[src/hdl/fsmgr_pkg.sv]
package fsmgr_pkg;

    localparam int SlotCount = 3;
    localparam int SlotW     = (SlotCount > 2) ? 2 : 1;
    localparam int CfgIdxW   = 2;
    localparam int CfgDataW  = 24;

    typedef enum logic [2:0] {
        MODE_RESERVE = 3'd0,
        MODE_COMMIT  = 3'd1,
        MODE_ABORT   = 3'd2,
        MODE_ACQUIRE = 3'd3,
        MODE_LATEST  = 3'd4,
        MODE_RELEASE = 3'd5
    } t_mode;

    typedef enum logic [2:0] {
        STS_OK          = 3'd0,
        STS_BAD_GEOM    = 3'd1,
        STS_NO_SLOT     = 3'd2,
        STS_STALE       = 3'd3,
        STS_INVALID     = 3'd4,
        STS_NOTHING_NEW = 3'd5
    } t_status;

    typedef enum logic [1:0] {
        PH_FREE    = 2'd0,
        PH_WRITING = 2'd1,
        PH_READY   = 2'd2
    } t_phase;

    typedef enum logic [CfgIdxW-1:0] {
        CFG_MAX_WIDTH  = 2'd0,
        CFG_MAX_HEIGHT = 2'd1,
        CFG_MAX_BYTES  = 2'd2
    } t_cfg_reg;

    typedef enum logic {
        CS_IDLE = 1'b0,
        CS_EXEC = 1'b1
    } t_ctrl_state;

    typedef struct packed {
        logic [2:0]  mode;
        logic [1:0]  slot_index;
        logic [31:0] generation;
        logic [31:0] frame_num;
        logic [31:0] capture_time;
        logic [11:0] width;
        logic [11:0] height;
        logic [12:0] stride;
    } t_in_item;

    typedef struct packed {
        logic [2:0]  status;
        logic [1:0]  slot_out;
        logic [31:0] generation_out;
        logic [31:0] frame_num_out;
        logic [31:0] capture_time_out;
        logic [11:0] width_out;
        logic [11:0] height_out;
        logic [12:0] stride_out;
        logic [31:0] dropped_total;
        logic [31:0] overwritten_total;
        logic [31:0] submitted_total;
    } t_out_item;

    typedef struct packed {
        logic latch;
        logic exec;
    } t_cmd;

    typedef struct packed {
        logic out_full;
    } t_stat;

endpackage

[src/hdl/fsmgr_ctrl.sv]
module fsmgr_ctrl
    import fsmgr_pkg::*;
(
    input  logic  i_clk,
    input  logic  i_rst_n,
    input  logic  i_in_valid,
    output logic  o_in_ready,
    input  t_stat i_stat,
    output t_cmd  o_cmd
);

    t_ctrl_state r_state;
    t_ctrl_state n_state;

    always_ff @(posedge i_clk) begin
        if (!i_rst_n) begin
            r_state <= CS_IDLE;
        end else begin
            r_state <= n_state;
        end
    end

    always_comb begin
        n_state    = r_state;
        o_in_ready = 1'b0;
        o_cmd      = '0;
        unique case (r_state)
            CS_IDLE: begin
                o_in_ready = 1'b1;
                if (i_in_valid) begin
                    o_cmd.latch = 1'b1;
                    n_state     = CS_EXEC;
                end
            end
            CS_EXEC: begin
                // hold the finished item until the output register frees up
                if (!i_stat.out_full) begin
                    o_cmd.exec = 1'b1;
                    n_state    = CS_IDLE;
                end
            end
            default: begin
                n_state = CS_IDLE;
            end
        endcase
    end

endmodule

[src/hdl/fsmgr_dp.sv]
module fsmgr_dp
    import fsmgr_pkg::*;
(
    input  logic                i_clk,
    input  logic                i_rst_n,
    input  logic                i_cfg_we,
    input  logic [CfgIdxW-1:0]  i_cfg_index,
    input  logic [CfgDataW-1:0] i_cfg_data,
    input  t_in_item            i_in_data,
    input  t_cmd                i_cmd,
    output t_stat               o_stat,
    input  logic                i_out_ready,
    output logic                o_out_valid,
    output t_out_item           o_out_data
);

    t_in_item    r_item;
    logic [11:0] r_max_w;
    logic [11:0] r_max_h;
    logic [23:0] r_max_b;

    t_phase      r_phase   [SlotCount];
    logic [31:0] r_gen     [SlotCount];
    logic [7:0]  r_readers [SlotCount];
    logic [31:0] r_frame   [SlotCount];
    logic [31:0] r_time    [SlotCount];
    logic [11:0] r_geo_w   [SlotCount];
    logic [11:0] r_geo_h   [SlotCount];
    logic [12:0] r_geo_s   [SlotCount];

    t_phase      n_phase   [SlotCount];
    logic [31:0] n_gen     [SlotCount];
    logic [7:0]  n_readers [SlotCount];
    logic [31:0] n_frame   [SlotCount];
    logic [31:0] n_time    [SlotCount];
    logic [11:0] n_geo_w   [SlotCount];
    logic [11:0] n_geo_h   [SlotCount];
    logic [12:0] n_geo_s   [SlotCount];

    logic [SlotW-1:0] r_next_slot,    n_next_slot;
    logic             r_latest_valid, n_latest_valid;
    logic [SlotW-1:0] r_latest_slot,  n_latest_slot;
    logic [31:0]      r_latest_gen,   n_latest_gen;
    logic [31:0]      r_latest_frame, n_latest_frame;
    logic [31:0]      r_drop,         n_drop;
    logic [31:0]      r_over,         n_over;
    logic [31:0]      r_submit,       n_submit;

    logic      r_out_valid;
    t_out_item r_out;
    t_out_item n_out;

    logic [24:0]      bytes;
    logic             geom_bad;
    logic             found;
    logic [SlotW-1:0] sel;
    logic [SlotW:0]   cand;
    logic             idx_ok;
    logic [SlotW-1:0] idx;
    logic             gen_match;
    t_status          status;
    logic             put_full;
    logic             put_short;
    logic [SlotW-1:0] res_slot;

    assign bytes    = 25'(r_item.stride) * 25'(r_item.height);
    assign geom_bad = (r_item.width == '0) || (r_item.height == '0) ||
                      (13'(r_item.width) > r_item.stride) ||
                      (r_item.width > r_max_w) || (r_item.height > r_max_h) ||
                      (bytes > 25'(r_max_b));

    assign idx_ok    = 3'(r_item.slot_index) < 3'(SlotCount);
    assign idx       = r_item.slot_index[SlotW-1:0];
    assign gen_match = r_gen[idx] == r_item.generation;

    // round-robin scan from next_slot: first slot not being written, no readers
    always_comb begin
        found = 1'b0;
        sel   = '0;
        cand  = '0;
        for (int a = 0; a < SlotCount; a++) begin
            cand = {1'b0, r_next_slot} + (SlotW+1)'(a);
            if (cand >= (SlotW+1)'(SlotCount)) begin
                cand = cand - (SlotW+1)'(SlotCount);
            end
            if (!found && r_phase[cand[SlotW-1:0]] != PH_WRITING &&
                r_readers[cand[SlotW-1:0]] == '0) begin
                found = 1'b1;
                sel   = cand[SlotW-1:0];
            end
        end
    end

    always_comb begin
        n_phase        = r_phase;
        n_gen          = r_gen;
        n_readers      = r_readers;
        n_frame        = r_frame;
        n_time         = r_time;
        n_geo_w        = r_geo_w;
        n_geo_h        = r_geo_h;
        n_geo_s        = r_geo_s;
        n_next_slot    = r_next_slot;
        n_latest_valid = r_latest_valid;
        n_latest_slot  = r_latest_slot;
        n_latest_gen   = r_latest_gen;
        n_latest_frame = r_latest_frame;
        n_drop         = r_drop;
        n_over         = r_over;
        n_submit       = r_submit;
        status         = STS_INVALID;
        put_full       = 1'b0;
        put_short      = 1'b0;
        res_slot       = idx;

        unique case (r_item.mode)
            MODE_RESERVE: begin
                if (geom_bad) begin
                    n_drop = r_drop + 32'd1;
                    status = STS_BAD_GEOM;
                end else if (!found) begin
                    n_drop = r_drop + 32'd1;
                    status = STS_NO_SLOT;
                end else begin
                    n_next_slot = (sel == SlotW'(SlotCount - 1)) ? '0 : sel + SlotW'(1);
                    if (r_phase[sel] == PH_READY) begin
                        n_over = r_over + 32'd1;
                    end
                    n_phase[sel] = PH_WRITING;
                    // generation wraps past all ones to 1, never 0
                    n_gen[sel]   = (r_gen[sel] == '1) ? 32'd1 : r_gen[sel] + 32'd1;
                    n_frame[sel] = '0;
                    n_time[sel]  = '0;
                    n_geo_w[sel] = r_item.width;
                    n_geo_h[sel] = r_item.height;
                    n_geo_s[sel] = r_item.stride;
                    status       = STS_OK;
                    put_full     = 1'b1;
                    res_slot     = sel;
                end
            end
            MODE_COMMIT: begin
                if (idx_ok) begin
                    if (r_phase[idx] != PH_WRITING || !gen_match) begin
                        n_drop = r_drop + 32'd1;
                        status = STS_STALE;
                    end else begin
                        n_frame[idx]   = r_item.frame_num;
                        n_time[idx]    = r_item.capture_time;
                        n_phase[idx]   = PH_READY;
                        n_latest_valid = 1'b1;
                        n_latest_slot  = idx;
                        n_latest_gen   = r_gen[idx];
                        n_latest_frame = r_item.frame_num;
                        n_submit       = r_submit + 32'd1;
                        status         = STS_OK;
                        put_full       = 1'b1;
                    end
                end
            end
            MODE_ABORT: begin
                if (idx_ok && r_phase[idx] == PH_WRITING && gen_match) begin
                    n_phase[idx] = PH_FREE;
                    status       = STS_OK;
                    put_short    = 1'b1;
                end
            end
            MODE_ACQUIRE: begin
                if (idx_ok && r_phase[idx] == PH_READY && gen_match) begin
                    if (r_readers[idx] != '1) begin
                        n_readers[idx] = r_readers[idx] + 8'd1;
                    end
                    status   = STS_OK;
                    put_full = 1'b1;
                end
            end
            MODE_LATEST: begin
                if (!r_latest_valid || r_latest_frame == r_item.frame_num) begin
                    status = STS_NOTHING_NEW;
                end else if (r_phase[r_latest_slot] == PH_READY &&
                             r_gen[r_latest_slot] == r_latest_gen) begin
                    if (r_readers[r_latest_slot] != '1) begin
                        n_readers[r_latest_slot] = r_readers[r_latest_slot] + 8'd1;
                    end
                    status   = STS_OK;
                    put_full = 1'b1;
                    res_slot = r_latest_slot;
                end
            end
            MODE_RELEASE: begin
                if (idx_ok && r_readers[idx] != '0) begin
                    n_readers[idx] = r_readers[idx] - 8'd1;
                    status         = STS_OK;
                    put_short      = 1'b1;
                end
            end
            default: begin
                status = STS_INVALID;
            end
        endcase
    end

    // result reflects slot contents after the update
    always_comb begin
        n_out        = '0;
        n_out.status = status;
        if (put_full || put_short) begin
            n_out.slot_out       = 2'(res_slot);
            n_out.generation_out = n_gen[res_slot];
        end
        if (put_full) begin
            n_out.frame_num_out    = n_frame[res_slot];
            n_out.capture_time_out = n_time[res_slot];
            n_out.width_out        = n_geo_w[res_slot];
            n_out.height_out       = n_geo_h[res_slot];
            n_out.stride_out       = n_geo_s[res_slot];
        end
        n_out.dropped_total     = n_drop;
        n_out.overwritten_total = n_over;
        n_out.submitted_total   = n_submit;
    end

    always_ff @(posedge i_clk) begin
        if (i_cmd.latch) begin
            r_item <= i_in_data;
        end
        if (i_cmd.exec) begin
            r_out <= n_out;
        end
    end

    always_ff @(posedge i_clk) begin
        if (!i_rst_n) begin
            r_max_w        <= 12'd640;
            r_max_h        <= 12'd480;
            r_max_b        <= 24'd307200;
            for (int s = 0; s < SlotCount; s++) begin
                r_phase[s]   <= PH_FREE;
                r_gen[s]     <= '0;
                r_readers[s] <= '0;
                r_frame[s]   <= '0;
                r_time[s]    <= '0;
                r_geo_w[s]   <= '0;
                r_geo_h[s]   <= '0;
                r_geo_s[s]   <= '0;
            end
            r_next_slot    <= '0;
            r_latest_valid <= 1'b0;
            r_latest_slot  <= '0;
            r_latest_gen   <= '0;
            r_latest_frame <= '0;
            r_drop         <= '0;
            r_over         <= '0;
            r_submit       <= '0;
            r_out_valid    <= 1'b0;
        end else begin
            if (i_cfg_we) begin
                unique case (i_cfg_index)
                    CFG_MAX_WIDTH:  r_max_w <= i_cfg_data[11:0];
                    CFG_MAX_HEIGHT: r_max_h <= i_cfg_data[11:0];
                    CFG_MAX_BYTES:  r_max_b <= i_cfg_data[23:0];
                    default: ;
                endcase
            end
            if (i_cmd.exec) begin
                r_phase        <= n_phase;
                r_gen          <= n_gen;
                r_readers      <= n_readers;
                r_frame        <= n_frame;
                r_time         <= n_time;
                r_geo_w        <= n_geo_w;
                r_geo_h        <= n_geo_h;
                r_geo_s        <= n_geo_s;
                r_next_slot    <= n_next_slot;
                r_latest_valid <= n_latest_valid;
                r_latest_slot  <= n_latest_slot;
                r_latest_gen   <= n_latest_gen;
                r_latest_frame <= n_latest_frame;
                r_drop         <= n_drop;
                r_over         <= n_over;
                r_submit       <= n_submit;
            end
            if (i_cmd.exec) begin
                r_out_valid <= 1'b1;
            end else if (i_out_ready) begin
                r_out_valid <= 1'b0;
            end
        end
    end

    assign o_stat.out_full = r_out_valid && !i_out_ready;
    assign o_out_valid     = r_out_valid;
    assign o_out_data      = r_out;

endmodule

[src/hdl/frame_slot_manager_top.sv]
// Frame slot manager: bookkeeping for a small ring of frame buffers.
// Input channel (i_in_valid / o_in_ready / i_in_data) takes one request:
// reserve, commit, abort, acquire by handle, acquire latest, or release.
// Output channel (o_out_valid / i_out_ready / o_out_data) returns exactly
// one result per request: status, slot handle and contents, and the
// drop / overwrite / submit counters as they stand after the request.
// Limits are set through i_cfg_we / i_cfg_index / i_cfg_data, one write per
// cycle; the user must write them only while no request is in flight (not enforced by the block).
// Timing: a transferred request is latched into the item register and then
// executed; its result is registered in the output register on execute.
// A new request is taken only after the last one has executed (slot scan,
// stride*height check and state update all complete in that step). The
// input is ready again while the result waits in the output register; if
// the receiver still stalls when the next request is ready to execute,
// that request waits until the output frees.
// Reset (synchronous, active low) frees all slots, clears generations,
// reader counts, latest frame and counters, and restores the default limits
// of 640 x 480 and 307200 bytes.
module frame_slot_manager_top
    import fsmgr_pkg::*;
(
    input  logic                i_clk,
    input  logic                i_rst_n,
    input  logic                i_cfg_we,
    input  logic [CfgIdxW-1:0]  i_cfg_index,
    input  logic [CfgDataW-1:0] i_cfg_data,
    input  logic                i_in_valid,
    output logic                o_in_ready,
    input  t_in_item            i_in_data,
    output logic                o_out_valid,
    input  logic                i_out_ready,
    output t_out_item           o_out_data
);

    t_cmd  cmd;
    t_stat stat;

    fsmgr_ctrl u_ctrl (
        .i_clk      (i_clk),
        .i_rst_n    (i_rst_n),
        .i_in_valid (i_in_valid),
        .o_in_ready (o_in_ready),
        .i_stat     (stat),
        .o_cmd      (cmd)
    );

    fsmgr_dp u_dp (
        .i_clk       (i_clk),
        .i_rst_n     (i_rst_n),
        .i_cfg_we    (i_cfg_we),
        .i_cfg_index (i_cfg_index),
        .i_cfg_data  (i_cfg_data),
        .i_in_data   (i_in_data),
        .i_cmd       (cmd),
        .o_stat      (stat),
        .i_out_ready (i_out_ready),
        .o_out_valid (o_out_valid),
        .o_out_data  (o_out_data)
    );

    a_one_in_flight: assert property (@(posedge i_clk) disable iff (!i_rst_n)
        (i_in_valid && o_in_ready) |=> !o_in_ready)
        else $error("request taken while another is in flight");

    a_no_overwrite: assert property (@(posedge i_clk) disable iff (!i_rst_n)
        cmd.exec |-> !(o_out_valid && !i_out_ready))
        else $error("result written over a stalled result");

    a_exec_gives_result: assert property (@(posedge i_clk) disable iff (!i_rst_n)
        cmd.exec |=> o_out_valid)
        else $error("executed request produced no result");

    a_exec_after_latch: assert property (@(posedge i_clk) disable iff (!i_rst_n)
        cmd.exec |-> !cmd.latch)
        else $error("latch and execute in the same cycle");

endmodule

[config.mk]
export PLATFORM = sky130hd
export DESIGN_NAME = frame_slot_manager_top
export DESIGN_NICKNAME = d
export VERILOG_FILES = /design/src/hdl/fsmgr_pkg.sv /design/src/hdl/fsmgr_ctrl.sv /design/src/hdl/fsmgr_dp.sv /design/src/hdl/frame_slot_manager_top.sv
export SDC_FILE = /design/constraint.sdc
export NUM_CORES = 2
export LEC_CHECK = 0
export BUFFER_PORTS_ARGS = -buffer_cell sky130_fd_sc_hd__buf_4
export CAP_MARGIN = 30
export CELL_PAD_IN_SITES_DETAIL_PLACEMENT = 0
export CELL_PAD_IN_SITES_GLOBAL_PLACEMENT = 1
export CORE_AREA = 5 5 377 379
export DETAILED_ROUTE_END_ITERATION = 7
export DIE_AREA = 0 0 382 384
export PLACE_DENSITY_LB_ADDON = 0.1
export SLEW_MARGIN = 10
export SYNTH_ARGS = -nofsm -noshare
export SYNTH_HDL_FRONTEND = slang
export SYNTH_SLANG_ARGS = --single-unit
[constraint.sdc]
create_clock -name i_clk -period 10.61 [get_ports i_clk]
set_input_delay 0.5305 -clock i_clk [delete_from_list [all_inputs] [get_ports i_clk]]
set_output_delay 0.5305 -clock i_clk [all_outputs]
set_load 0.01 [all_outputs]
## Word level (Yosys, flattened, before mapping)

Index checks and enable logic that the tools add are counted.

- Word-level logic and storage cells: 366
- Bits in registers: 1016
- Input port bits: 169

- Add/subtract/negate cells: 13
- Reductions and logical operators: 46
- $lt $le $gt $ge: 18
- Multipliers: 1
- Muxes and demuxes: 178
- Equality and inequality tests: 33
- Bitwise logic cells: 21

Operators with widths:

| kind | count |
|---|---|
| 96-bit 2-to-1 mux | 11 |
| 32-bit 2-to-1 mux | 26 |
| 32-bit binary-select mux with 2-bit select | 6 |
| 96-bit one-hot mux with 2 select lines | 2 |
| 96-bit bitwise mux | 3 |
| 36-bit 2-to-1 mux | 6 |
| 96-bit AND | 2 |
| 24-bit 2-to-1 mux | 6 |
| 32-bit by 1-bit adder with 32-bit output (second input constant) | 4 |
| 32-bit demux with 2-bit select | 2 |
| 39-bit 2-to-1 mux | 3 |
| 32-bit equality test | 3 |
| 8-bit 2-to-1 mux | 12 |
| 96-bit NOT | 1 |
| 8-bit binary-select mux with 2-bit select | 5 |
| 24-bit bitwise mux | 3 |
| 36-bit bitwise mux | 2 |
| 24-bit one-hot mux with 3 select lines | 1 |
| 32-bit one-hot mux with 2 select lines | 1 |
| 12-bit 2-to-1 mux | 5 |
| 2-bit 2-to-1 mux | 27 |
| 12-bit binary-select mux with 2-bit select | 2 |
| 39-bit bitwise mux | 1 |
| 13-bit 2-to-1 mux | 3 |
| 59 further kinds | 173 |

## Logic depth before layout (Yosys ltp)

- Word-level depth: 30
- Depth in mapped cells: 36

## Modules after synthesis

From an unflattened synthesis, not the netlist that was laid out.

- Cells, all modules: 6024
- Area, all modules: 53645.2 um^2

Modules (own cells, without submodules):

| module | sequential area each (um^2) | cells each | area each (um^2) | instances |
|---|---|---|---|---|
| fsmgr_dp | 24043.1 | 6018 | 53597.7 | 1 |
| fsmgr_ctrl | 20.0 | 6 | 47.5 | 1 |

## Least setup slack after synthesis

Ideal clock, no wire load.

- Path type: input -> register
- From: input port i_out_ready
- To: register u_dp.r_gen[20] (netlist bit)
- Library setup time: 470 ps
- Data arrival time: 8437 ps
- Stages on the path: 8
- Buffers on the path: 4
- Setup slack: 1704 ps
- Data required time: 10140 ps
- Cells stage by stage: nand2b_1 > nand2_1 > inv_1 > clkbuf_1 > buf_1 > clkbuf_1 > buf_1 > a211oi_1

RTL lines:

| item | RTL line | text |
|---|---|---|
| from (decl) | frame_slot_manager_top.sv:31 | `input logic i_out_ready,` |
| to (signal assigned) | fsmgr_dp.sv:267 | `r_gen <= n_gen;` |
| to (decl) | fsmgr_dp.sv:23 | `logic [31:0] r_gen [SlotCount];` |

## Worst setup path after layout

- From: register u_dp.r_item[16] (netlist bit)
- To: register u_dp.r_out (netlist bit u_dp.o_out_data[213]) (data pin)

- Word-level cells in the longest chain between the ends: 12

RTL lines:

| item | RTL line | text |
|---|---|---|
| from (decl) | fsmgr_dp.sv:17 | `t_in_item r_item;` |
| from (signal assigned) | fsmgr_dp.sv:225 | `r_item <= i_in_data;` |
| branches (longest 5 deep; another with 13-bit by 12-bit multiplier with 25-bit output) | - |  |
| 1-bit logical OR * | fsmgr_dp.sv:69 | `(r_item.width > r_max_w) \|\| (r_item.height > r_max_h) \|\|` |
| 2-bit 2-to-1 mux | fsmgr_dp.sv:118 | `if (geom_bad) begin` |
| 2-bit one-hot mux with 2 select lines | fsmgr_dp.sv:116 | `unique case (r_item.mode)` |
| 2-bit NOT with 3-bit output (implied by the code) | fsmgr_dp.sv:209 | `n_out.generation_out = n_gen[res_slot];` |
| 32-bit binary-select mux with 2-bit select | fsmgr_dp.sv:209 |  |
| 32-bit 2-to-1 mux (implied by the code) (2 in a row) | fsmgr_dp.sv:209 |  |
| to (signal assigned) | fsmgr_dp.sv:228 | `r_out <= n_out;` |
| to (decl) | fsmgr_dp.sv:50 | `t_out_item r_out;` |

Mark *: on every way between the ends. The select of a mux whose other input is x is not followed.
A chain may end at the register's enable or synchronous reset.

==> metrics.cfg <==
[power]
p_leak_nw = 23.43
vdd_drop_max_v = 0.0002018
powerDensity_nw_per_um2 = 170.9

[final_layout]
finalNonFillerCells = 8246
syn_to_final_growth_pct = 17.98
fin_nets = 6747
drive_gt1_frac = 0.1243

[clock_network]
cts_buffers = 113
clkLatencyLatePin_ns = 0.77
clk_root_buffer_cell = clkbuf_16
htree_levels = 3
tritoncts = done
clockBufferDepth = 3
cts.sinks = 1016
clk_pin_slew_ns = 0.06
post-cts-setup-buffers = 0

[worst_setup_path]
arrival_ns = 10.58
cp-start-kind = flip-flop
r2r_cells = 27
critPathKind = reg2reg
crit_required_ns = 11.11
crit_fanout = 20
endpoint_kind = flip-flop

[timing]
finalClockSkew_ns = 0.05253
drv_slew = 0
worst_pin_slew_ns = 1.217
rsz0062_at_grt = false
finalSetupTns_ns = 0
min_period_over_period = 0.9507
setup_violations = 0
hold_ws_ns = 0.06176
slew_headroom = 0.1884
finalHoldViolCount = 0
max_clock_freq_mhz = 99.14
min_period_ns = 10.09

[yosys]
yosysTopAreaCellShare = 0.2345
synth_most_common_cell = nand2_1
synth_area_leader_cell = dfxtp_1
synth_area_leaders = dfxtp_1 (23%), edfxtp_1 (20%), nand2_1 (6.4%)
synth_flop_cell = dfxtp_1
netlist_instances = 6049
yosysWarningCount = 0
synthDistinctLibCells = 107
synth.avg_cell_area_um2 = 9.087
syn_area_um2 = 54970
seq_area_frac_synth = 0.4378
synth_edf_count = 372
synthArstFlopShare = 0
synthTopCellsByCount = nand2_1 (934), dfxtp_1 (644), a21oi_1 (463), nor2_1 (432), clkbuf_1 (377)
synth_fp_nets = 6461
synth_seq_cells = 1016

[placed_design]
portBuffers = 404
place_congestion = 0.9169
dp.final_hpwl_um = 131700
placed_cells = 7877

[global_routing]
grt_pass1_wl_um = 306600
gr-total-overflow = 0
antenna_found_initial = 8
grt_usage = 0.2709
grt_max_degree = 191
grt_pass1_vias = 46717

[floorplanning]
die_h_um = 384
die_w_um = 382
rows = 137
die_area_um2 = 146700
boundaryPins = 405
start_util = 0.3969
core_um2 = 138500

[hold_path]
hold_class = in2reg
min_path_cells = 3

[routing]
wirelength_um = 205900
vias = 48125
drt_iter0_markers = 4154
first_pass_iters = 5
drc = 0
avgViaCountPerCell = 5.836
antenna_left = 0
wl_per_cell_um = 24.97

[outcome]
run_status = complete, no violations

[run]
max_cap_violations = 0

-- report_power, final --
group          switching (mW)  total, mW  internal [mW]
clock network            1.75       4.03           2.28
registers               0.121       4.25           4.13
logic                    1.65       2.80           1.15
-- logic make-up after synthesis --
family / Yosys count / share of synthesized area
adder cells (fa/ha/maj): 244 / 0.07052
AND/OR/NAND/NOR: 2084 / 0.1750
multiplexers: 141 / 0.02588
XOR/XNOR: 320 / 0.05126
flip-flops: 1016 / 0.4378
buffers and inverters: 737 / 0.05345
AO/OA/AOI/OAI: 1507 / 0.1861
-- path summary, 6_finish.rpt --
kind              slack (ns)                                  to                     startpoint
setup / recovery        0.52  u_dp.o_out_data[213]$_SDFFCE_PN0P_      u_dp.r_item[16]$_DFFE_PP_
hold / removal          0.06           u_ctrl.r_state$_SDFF_PN0_                     i_in_valid
setup reg to reg        0.52  u_dp.o_out_data[213]$_SDFFCE_PN0P_      u_dp.r_item[16]$_DFFE_PP_
hold reg to reg         0.45       u_dp.r_geo_h[14]$_SDFFE_PN0P_  u_dp.r_geo_h[14]$_SDFFE_PN0P_
-- registers in the layout, indices dropped and copies added, names as in the netlist, 36 cells and up, named ones only --
name and count:
u_dp.r_geo_h 36, u_dp.r_geo_s 39, u_dp.r_gen 96, u_dp.r_time 96, u_dp.r_frame 96, u_dp.r_geo_w 36
u_dp.r_item 136, u_dp.o_out_data 234
-- timing repair --
action | CTS | global route
resized for setup | 0 | 1
hold buffers | 146 | 0
hold endpoints to repair | 146 | 0
endpoints found under the setup margin | 0 | 11
-- metal layers --
metal | GRT usage | routed length (um) | up-vias
met1 | 0.3730 | 90880 | 23778
met5 | 0 | 0 | -
met2 | 0.4327 | 93550 | 1804
met3 | 0.03899 | 13020 | 366
li1 | - | - | 22177
met4 | 0.1036 | 8494 | 0
-- metrics by stage --
stage	power, mW	cell area (um2)	util	worst slack, ns
6_report	11.08	64850	0.4682	0.5230
5_1_grt	11.71	64840	0.4682	0.03995
4_1_cts	11.19	64740	0.4674	0.2819
3_5_place_dp	7.063	59470	0.4293	0.3821
3_3_place_gp	7.064	59420	0.4290	0.4295
2_1_floorplan	6.259	54970	-	1.704
-- cell type report --
class                      count  area [um2]
clock inverter                59       586.8
sequential                  1016       24070
clock buffer                 157        3227
timing repair buffer         665        5592
fill                       13352       73650
inverter                     243       927.1
multi-input combinational   4296       28180
antenna                        3       7.507
tap                         1807        2261
-- worst max-delay path: stages, from the launching register on --
cell	delay, ns
edfxtp_1	0.87
nand2_1	0.17
fa_1	0.56
fa_1	0.53
inv_1	0.06
fa_1	0.51
fa_1	0.50
inv_1	0.05
fa_1	0.48
inv_1	0.04
ha_1	0.22
nor3_1	0.34
o211ai_1	0.25
a32oi_1	0.44
a21boi_0	0.15
nor2_1	0.14
xnor2_1	0.09
ha_1	0.30
nand4_1	0.15
nor4_2	0.41
a31oi_1	0.13
or3_1	0.44
or3_1	0.68
nor3_4	0.59
nor4_4	0.22
or3_1	0.71
buf_4	0.35
o32ai_1	0.41
-- placed cells by master, fill, tap and decap left out, drive strengths merged, types with 132 or more instances in the layout --
cell type / instances
nor3: 147
xnor2: 182
xor2: 138
a22oi: 205
dfxtp: 644
edfxtp: 372
clkbuf: 157
dlygate4sd3: 146
nand2: 935
o21ai: 233
a21oi: 464
buf: 519
nor2: 437
a221oi: 132
inv: 244
mux2i: 132
ha: 133
Note: power is estimated with default switching activity, not from simulation.
